<file path="src/rtl/hfp_pkg.sv">
// Package for the response frame parser: codes, constants, result word type.
`default_nettype none
package hfp_pkg;

  localparam int unsigned LONG_ADDR_BYTES = 5;
  localparam int unsigned ADDR_CNT_W      = 9;

  localparam logic [7:0] PREAMBLE_BYTE = 8'hFF;
  localparam logic [7:0] DELIM_LONG    = 8'h82;
  localparam logic [7:0] DELIM_SHORT   = 8'h02;

  typedef enum logic [3:0] {
    PH_PREAMBLE = 4'd0,
    PH_ADDRESS  = 4'd2,
    PH_COMMAND  = 4'd3,
    PH_COUNT    = 4'd4,
    PH_STATUS   = 4'd5,
    PH_DATA     = 4'd6,
    PH_CHECK    = 4'd7,
    PH_IGNORED  = 4'd8
  } phase_t;

  typedef enum logic [3:0] {
    KIND_PREAMBLE = 4'd0,
    KIND_DELIM    = 4'd1,
    KIND_ADDRESS  = 4'd2,
    KIND_COMMAND  = 4'd3,
    KIND_COUNT    = 4'd4,
    KIND_STATUS   = 4'd5,
    KIND_DATA     = 4'd6,
    KIND_CHECK    = 4'd7,
    KIND_IGNORED  = 4'd8
  } kind_t;

  typedef struct packed {
    kind_t      kind;
    logic [7:0] position;
    logic [7:0] value;
    logic       long_fmt;
    logic [7:0] pre_total;
    logic       bad_delim;
    logic       frame_end;
    logic       check_ok;
  } res_t;

  function automatic logic [7:0] sat_inc(input logic [7:0] v);
    sat_inc = (v == 8'hFF) ? 8'hFF : v + 8'd1;
  endfunction

endpackage
`default_nettype wire

</file>
<file path="src/rtl/hfp_core.sv">
// Parser state registers and the per-word field tagging logic.
`default_nettype none
module hfp_core
  import hfp_pkg::*;
(
  input  wire logic       clk,
  input  wire logic       rst_n,
  input  wire logic       step_en,
  input  wire logic [7:0] rx_byte,
  input  wire logic       frame_start,
  output res_t            res
);

  phase_t     phase_r, phase_nxt;
  logic [7:0] pre_cnt_r, pre_cnt_nxt;
  logic       long_r, long_nxt;
  logic [7:0] pos_r, pos_nxt;
  logic [7:0] len_r, len_nxt;
  logic [7:0] xor_r, xor_nxt;

  phase_t     ph;
  logic [7:0] pc, pos, x;
  logic [ADDR_CNT_W-1:0] addr_len, pos_p1;

  always_ff @(posedge clk) begin
    if (!rst_n) begin
      phase_r   <= PH_IGNORED;
      pre_cnt_r <= '0;
      long_r    <= 1'b0;
      pos_r     <= '0;
      len_r     <= '0;
      xor_r     <= '0;
    end else if (step_en) begin
      phase_r   <= phase_nxt;
      pre_cnt_r <= pre_cnt_nxt;
      long_r    <= long_nxt;
      pos_r     <= pos_nxt;
      len_r     <= len_nxt;
      xor_r     <= xor_nxt;
    end
  end

  always_comb begin
    // restart the frame on a start word; format is kept
    ph  = frame_start ? PH_PREAMBLE : phase_r;
    pc  = frame_start ? 8'd0 : pre_cnt_r;
    pos = frame_start ? 8'd0 : pos_r;
    x   = frame_start ? 8'd0 : xor_r;
    addr_len = long_r ? ADDR_CNT_W'(LONG_ADDR_BYTES) : ADDR_CNT_W'(1);
    pos_p1   = {1'b0, pos} + ADDR_CNT_W'(1);

    phase_nxt   = ph;
    pre_cnt_nxt = pc;
    long_nxt    = long_r;
    pos_nxt     = pos;
    len_nxt     = len_r;
    xor_nxt     = x ^ rx_byte;

    res.kind      = KIND_IGNORED;
    res.position  = pos;
    res.value     = rx_byte;
    res.bad_delim = 1'b0;
    res.frame_end = 1'b0;
    res.check_ok  = 1'b0;

    case (ph)
      PH_PREAMBLE: begin
        xor_nxt = x;
        if (rx_byte == PREAMBLE_BYTE) begin
          res.kind     = KIND_PREAMBLE;
          res.position = pc;
          pre_cnt_nxt  = sat_inc(pc);
        end else begin
          res.kind     = KIND_DELIM;
          res.position = 8'd0;
          if (rx_byte == DELIM_LONG) long_nxt = 1'b1;
          else if (rx_byte == DELIM_SHORT) long_nxt = 1'b0;
          else res.bad_delim = 1'b1;
          xor_nxt   = rx_byte;
          pos_nxt   = 8'd0;
          phase_nxt = PH_ADDRESS;
        end
      end
      PH_ADDRESS: begin
        res.kind = KIND_ADDRESS;
        if (pos_p1 >= addr_len) begin
          pos_nxt   = 8'd0;
          phase_nxt = PH_COMMAND;
        end else begin
          pos_nxt = pos_p1[7:0];
        end
      end
      PH_COMMAND: begin
        res.kind  = KIND_COMMAND;
        pos_nxt   = 8'd0;
        phase_nxt = PH_COUNT;
      end
      PH_COUNT: begin
        res.kind  = KIND_COUNT;
        len_nxt   = rx_byte;
        pos_nxt   = 8'd0;
        phase_nxt = PH_STATUS;
      end
      PH_STATUS: begin
        res.kind = KIND_STATUS;
        if (pos >= 8'd1) begin
          pos_nxt   = 8'd0;
          phase_nxt = (len_r == 8'd0) ? PH_CHECK : PH_DATA;
        end else begin
          pos_nxt = pos_p1[7:0];
        end
      end
      PH_DATA: begin
        res.kind = KIND_DATA;
        if (pos_p1 >= {1'b0, len_r}) begin
          pos_nxt   = 8'd0;
          phase_nxt = PH_CHECK;
        end else begin
          pos_nxt = pos_p1[7:0];
        end
      end
      PH_CHECK: begin
        res.kind      = KIND_CHECK;
        res.frame_end = 1'b1;
        res.check_ok  = (rx_byte == x);
        xor_nxt       = x;
        pos_nxt       = 8'd0;
        phase_nxt     = PH_IGNORED;
      end
      default: begin
        res.kind  = KIND_IGNORED;
        xor_nxt   = x;
        phase_nxt = PH_IGNORED;
        pos_nxt   = sat_inc(pos);
      end
    endcase

    res.long_fmt  = long_nxt;
    res.pre_total = pre_cnt_nxt;
  end

endmodule
`default_nettype wire

</file>
<file path="src/rtl/hart_frame_parser.sv">
// Top level of the response frame parser: input register, parser core, result register.
// Each word is held in the input register and its result word in the result register.
// Throughput: one word per cycle while the sink does not stall; the parser state advances with each accepted word.
// The input register still accepts while a finished result waits for the sink, but only while it is empty.
// Reset (synchronous, rst_n low) empties both registers, clears counters,
// XOR and format, and puts the parser in the ignored phase.
`default_nettype none
module hart_frame_parser
  import hfp_pkg::*;
(
  input  wire logic       clk,
  input  wire logic       rst_n,
  input  wire logic       in_valid,
  output logic            in_stall,
  input  wire logic [7:0] in_rx_byte,
  input  wire logic       in_frame_start,
  output logic            out_valid,
  input  wire logic       out_stall,
  output logic [3:0]      out_field_kind,
  output logic [7:0]      out_field_position,
  output logic [7:0]      out_byte_value,
  output logic            out_long_format,
  output logic [7:0]      out_preamble_total,
  output logic            out_bad_delimiter,
  output logic            out_frame_end,
  output logic            out_check_ok
);

  logic       in_vld_r;
  logic [7:0] in_byte_r;
  logic       in_start_r;
  logic       out_vld_r;
  res_t       out_r;
  res_t       res;
  logic       advance;

  // advance the input word into the result register when it is free
  assign advance  = in_vld_r && (!out_vld_r || !out_stall);
  assign in_stall = in_vld_r && out_vld_r && out_stall;

  always_ff @(posedge clk) begin
    if (!rst_n) begin
      in_vld_r  <= 1'b0;
      out_vld_r <= 1'b0;
    end else begin
      if (!in_stall) in_vld_r <= in_valid;
      if (advance) out_vld_r <= 1'b1;
      else if (!out_stall) out_vld_r <= 1'b0;
    end
  end

  always_ff @(posedge clk) begin
    if (!in_stall && in_valid) begin
      in_byte_r  <= in_rx_byte;
      in_start_r <= in_frame_start;
    end
    if (advance) out_r <= res;
  end

  hfp_core u_core (
    .clk         (clk),
    .rst_n       (rst_n),
    .step_en     (advance),
    .rx_byte     (in_byte_r),
    .frame_start (in_start_r),
    .res         (res)
  );

  assign out_valid          = out_vld_r;
  assign out_field_kind     = out_r.kind;
  assign out_field_position = out_r.position;
  assign out_byte_value     = out_r.value;
  assign out_long_format    = out_r.long_fmt;
  assign out_preamble_total = out_r.pre_total;
  assign out_bad_delimiter  = out_r.bad_delim;
  assign out_frame_end      = out_r.frame_end;
  assign out_check_ok       = out_r.check_ok;

`ifndef ASSERT_OFF
  a_stall_needs_word: assert property (@(posedge clk) disable iff (!rst_n)
    in_stall |-> in_vld_r)
    else $error("input stalled with empty input register");

  a_end_on_check: assert property (@(posedge clk) disable iff (!rst_n)
    out_vld_r |-> (out_r.frame_end == (out_r.kind == KIND_CHECK)))
    else $error("frame end not aligned with check word");

  a_ok_only_at_end: assert property (@(posedge clk) disable iff (!rst_n)
    out_vld_r && out_r.check_ok |-> out_r.frame_end)
    else $error("check ok outside frame end");

  a_bad_on_delim: assert property (@(posedge clk) disable iff (!rst_n)
    out_vld_r && out_r.bad_delim |-> (out_r.kind == KIND_DELIM))
    else $error("bad delimiter flag on non-delimiter word");

  a_preamble_count: assert property (@(posedge clk) disable iff (!rst_n)
    out_vld_r && (out_r.kind == KIND_PREAMBLE) |->
      (out_r.position < out_r.pre_total) ||
      (out_r.position == 8'hFF && out_r.pre_total == 8'hFF))
    else $error("preamble position ahead of preamble total");
`endif

endmodule
`default_nettype wire

</file>
<file path="config.mk">
export PLATFORM = sky130hd
export DESIGN_NAME = hart_frame_parser
export DESIGN_NICKNAME = d
export VERILOG_FILES = /design/src/rtl/hfp_pkg.sv /design/src/rtl/hfp_core.sv /design/src/rtl/hart_frame_parser.sv
export SDC_FILE = /design/constraint.sdc
export NUM_CORES = 1
export LEC_CHECK = 0
export ABC_AREA = 1
export BUFFER_PORTS_ARGS = -buffer_cell sky130_fd_sc_hd__buf_2
export CORE_ASPECT_RATIO = 1.4
export CORE_UTILIZATION = 63
export CTS_CLUSTER_DIAMETER = 120
export DETAILED_ROUTE_END_ITERATION = 6
export GPL_TIMING_DRIVEN = 0
export PLACE_DENSITY_LB_ADDON = 0.3
export REMOVE_ABC_BUFFERS = 1
export SYNTH_ARGS = -nofsm -noshare
export SYNTH_HDL_FRONTEND = slang
export SYNTH_SLANG_ARGS = --single-unit
</file>
<file path="constraint.sdc">
create_clock -name clk -period 4.8 [get_ports clk]
set_clock_uncertainty 0.1 [all_clocks]
set_input_delay 0.48 -clock clk [delete_from_list [all_inputs] [get_ports clk]]
set_output_delay 0.48 -clock clk [all_outputs]
set_load 0.005 [all_outputs]
</file>
==> impl_metrics.tcl <==
set metrics [dict create \
    status "finished clean" \
    netlist_top_cells_area "edfxtp_1 (28%), dfxtp_1 (18%), nand2_1 (9.1%), inv_1 (5.9%), nand3_1 (4.9%)" \
    worst_pin_slew_ps 1070 \
    p_total_w 0.00144 \
    die_h_um 101 \
    cts-resized-gates 0 \
    routedWlPerCell_um 15.3 \
    io_pins 47 \
    cp.depth 11 \
    cp-startpoint "in_start_r$_DFFE_PP_" \
    ant_nets 0 \
    worstSetupEndpointType "register" \
    place.gp.congestion 0.912 \
    overflow 0 \
    crit_family "simple AND/OR/NAND/NOR gates" \
    die_area_um2 7310 \
    numCtsBuffers 9 \
    die_w_um 72.5 \
    drv_cap 0 \
    fmax_ghz 0.276 \
    area_growth_pct 10.5 \
    rsz0062_at_grt "no" \
    vias 3962 \
    min_period_over_period_pct 75.5 \
    r2r-end "u_core.pre_cnt_r[4]$_SDFFE_PN0P_" \
    grt_max_degree 43 \
    synth_warnings 0 \
    powerDensity_nw_per_um2 296 \
    path_clk_slew_ps 90 \
    crit_type "register to register" \
    cp-endpoint "u_core.pre_cnt_r[4]$_SDFFE_PN0P_" \
    fp.coreArea_um2 6660 \
    finalMaxSlewViolations 0 \
    holdBufCountCts 0 \
    yosysSeqAreaShare_pct 45.9 \
    r2r_slack_ps 1180 \
    dpl_cell_area_um2 4650 \
    grt_pass1_vias 3837 \
    synth_cells 545 \
    port_buffers 46 \
    min_from "in_rx_byte[3]" \
    antenna_found_initial 0 \
    hold_viol 0 \
    required_ps 4920 \
    grt_pass1_wl_mm 17.4 \
    syn_area_um2 4390 \
    cts_buffer_depth 2 \
    worst-path-max-fanout 30 \
    seqCellArea_um2 2010 \
    peakVddDrop_mv 0.239 \
    synth_top_cell_area_share_pct 28.1 \
    rows 35 \
    route.detailed.drc 0 \
    initialDrtViolationCount 339 \
    dpl.hpwl_mm 7.30 \
    finalCriticalPeriod_ps 3620 \
    tns_ps 0 \
    drive_gt1_share_pct 16.6 \
    multi_input_area_um2 1980 \
    ys_ff_latch 80 \
    instances_no_fill 681 \
    final-setup-viol-count 0 \
    hold_class "primary input to register" \
    reg2reg_depth 11 \
    reg2reg_from "in_start_r$_DFFE_PP_" \
    start_util_pct 65.9 \
    leakagePower_nw 1.98 \
    critPathBufInv 3 \
    cpMaxStageDelayCell "edfxtp_1" \
    clkSinkCount 80 \
    avgSynthCellArea_um2 8.05 \
    dp.cells 665 \
    antenna_cells 0 \
    synth_area_leader_cell "edfxtp_1" \
    via_per_inst 5.82 \
    cts_setup_buffers 0 \
    nNetsFinal 608 \
    wl_mm 10.4 \
    clockRootBuffer "clkbuf_8" \
    clkLatencyLatePin_ps 370 \
    htreeDepth 3 \
    cp_data_arrival_time_ps 3750 \
    cts_tree "built" \
    grt_usage_pct 31.1 \
    worstPathCellList "inv_2 > nand2_1 > o21ai_1 > inv_1 > nand3_2 > nor2_2 > inv_1 > o21ai_0 > nand3_1 > nor2_1 > a211oi_2" \
    nFillCells 563 \
    start_kind "register" \
    slew_headroom_pct 28.3 \
    ys_types 38 \
    firstDrtPassIters 5 \
    final_cell_area_um2 4850 \
    slowest_delay_ps 800 \
    cp_common_cell "inv_1" \
]
==> area by class of cell <==
cell class | instances | share of cell area [%]
Sequential cell | 80 | 41.5
Multi-Input combinational cell | 370 | 40.9
Inverter | 76 | 5.88
Timing Repair Buffer | 47 | 5.16
Clock buffer | 12 | 3.43
Tap cell | 92 | 2.37
Clock inverter | 4 | 0.723
==> placed cells by master (no fill, tap or decap), types with 2 or more instances in the layout <==
cell type,synthesis,layout
a211oi_1,2,2
nand3_1,43,43
o21ai_0,32,32
nand2_1,106,106
inv_2,5,5
clkbuf_8,0,10
nand3b_1,2,2
dfxtp_1,39,39
xnor2_1,2,2
o22ai_1,6,6
nand4_1,13,13
inv_1,69,69
a211oi_2,2,2
nor4_1,3,3
buf_2,6,46
nand2_2,6,6
nor2_4,2,3
a21oi_1,36,36
clkinv_4,0,3
nor3_1,11,11
clkinv_1,2,2
nor2_1,47,46
edfxtp_1,41,41
o21ai_1,5,5
nor3_2,2,2
nor2_2,6,6
xor2_1,7,7
a41oi_1,8,8
a31oi_1,4,4
nand2_4,4,4
ha_1,11,11
nand3_2,6,6
==> state kept, by name (all words and copies together), names as in the netlist, 8 cells and up <==
signal and cells:
in_byte_r 8, u_core.len_r 8, out_field_position 8, u_core.xor_r 8, u_core.pre_cnt_r 8, u_core.pos_r 8, out_preamble_total 8, out_byte_value 8
==> how the worst min path moves through the flow <==
stage | to | slack, ps | cells after the start
after floorplan | u_core.pos_r[7]$_SDFFE_PN0P_ | 350 | 2
after global placement | u_core.pos_r[7]$_SDFFE_PN0P_ | 350 | 2
after detailed placement | u_core.pos_r[7]$_SDFFE_PN0P_ | 360 | 2
after CTS | in_byte_r[3]$_DFFE_PP_ | 190 | 1
after global routing | in_start_r$_DFFE_PP_ | 180 | 1
final | in_byte_r[3]$_DFFE_PP_ | 190 | 1
==> Yosys cell counts <==
master,count
buf_12,1
clkbuf_1,10
inv_1,69
nand3_1,43
nand3_4,1
nor2_4,2
inv_2,5
nand2_2,6
nor2_1,47
a211oi_1,2
ha_1,11
nand3b_1,2
a211oi_2,2
dfxtp_1,39
a31oi_1,4
a41oi_1,8
nand3_2,6
buf_8,1
buf_6,1
buf_2,6
edfxtp_1,41
and3_1,1
a21oi_2,1
o22ai_1,6
clkinv_1,2
nor4_1,3
nand2_1,106
o21ai_0,32
a21oi_1,36
o21ai_1,5
nor3_2,2
xor2_1,7
nor2_2,6
nand4_1,13
nand2_4,4
o211ai_1,1
nor3_1,11
xnor2_1,2
==> per-stage QoR <==
| step | worst slack [ps] | util (%) | hold slack, ps |
|---|---|---|---|
| 2_1_floorplan | 203 | - | 345 |
| 3_3_place_gp | -1690 | 69.4 | 354 |
| 3_5_place_dp | 1290 | 69.8 | 362 |
| 4_1_cts | 1260 | 72.8 | 185 |
| 5_1_grt | 875 | 72.8 | 179 |
| 6_report | 1180 | 72.8 | 190 |
==> report_power, final <==
group          switching, W  internal [W]  total (W)
clock network      0.000262      0.000238   0.000501
logic              0.000108     0.0000521   0.000160
registers         0.0000236      0.000751   0.000775
total              0.000394       0.00104    0.00144
==> routing by layer <==
| layer | part of all wire, % | vias up | track usage [%] |
|---|---|---|---|
| met4 | 3.5 | 0 | 17.2 |
| met2 | 52 | 178 | 55.1 |
| met3 | 5.6 | 36 | 5.00 |
| met1 | 39 | 1831 | 35.1 |
| met5 | 0 | - | 0 |
| li1 | - | 1917 | - |
==> logic make-up after synthesis <==
kind of cell               count (synthesis)  synth area share (%)
AOI/OAI and AO/OA                         97                  12.6
xor gates and xnor gates                   9                  1.80
adders and majority gates                 11                  3.14
buffers and inverters                     95                  9.10
DFF                                       80                  45.9
and+or+nand+nor                          253                  27.5
Note: power is estimated with default switching activity, not from simulation.
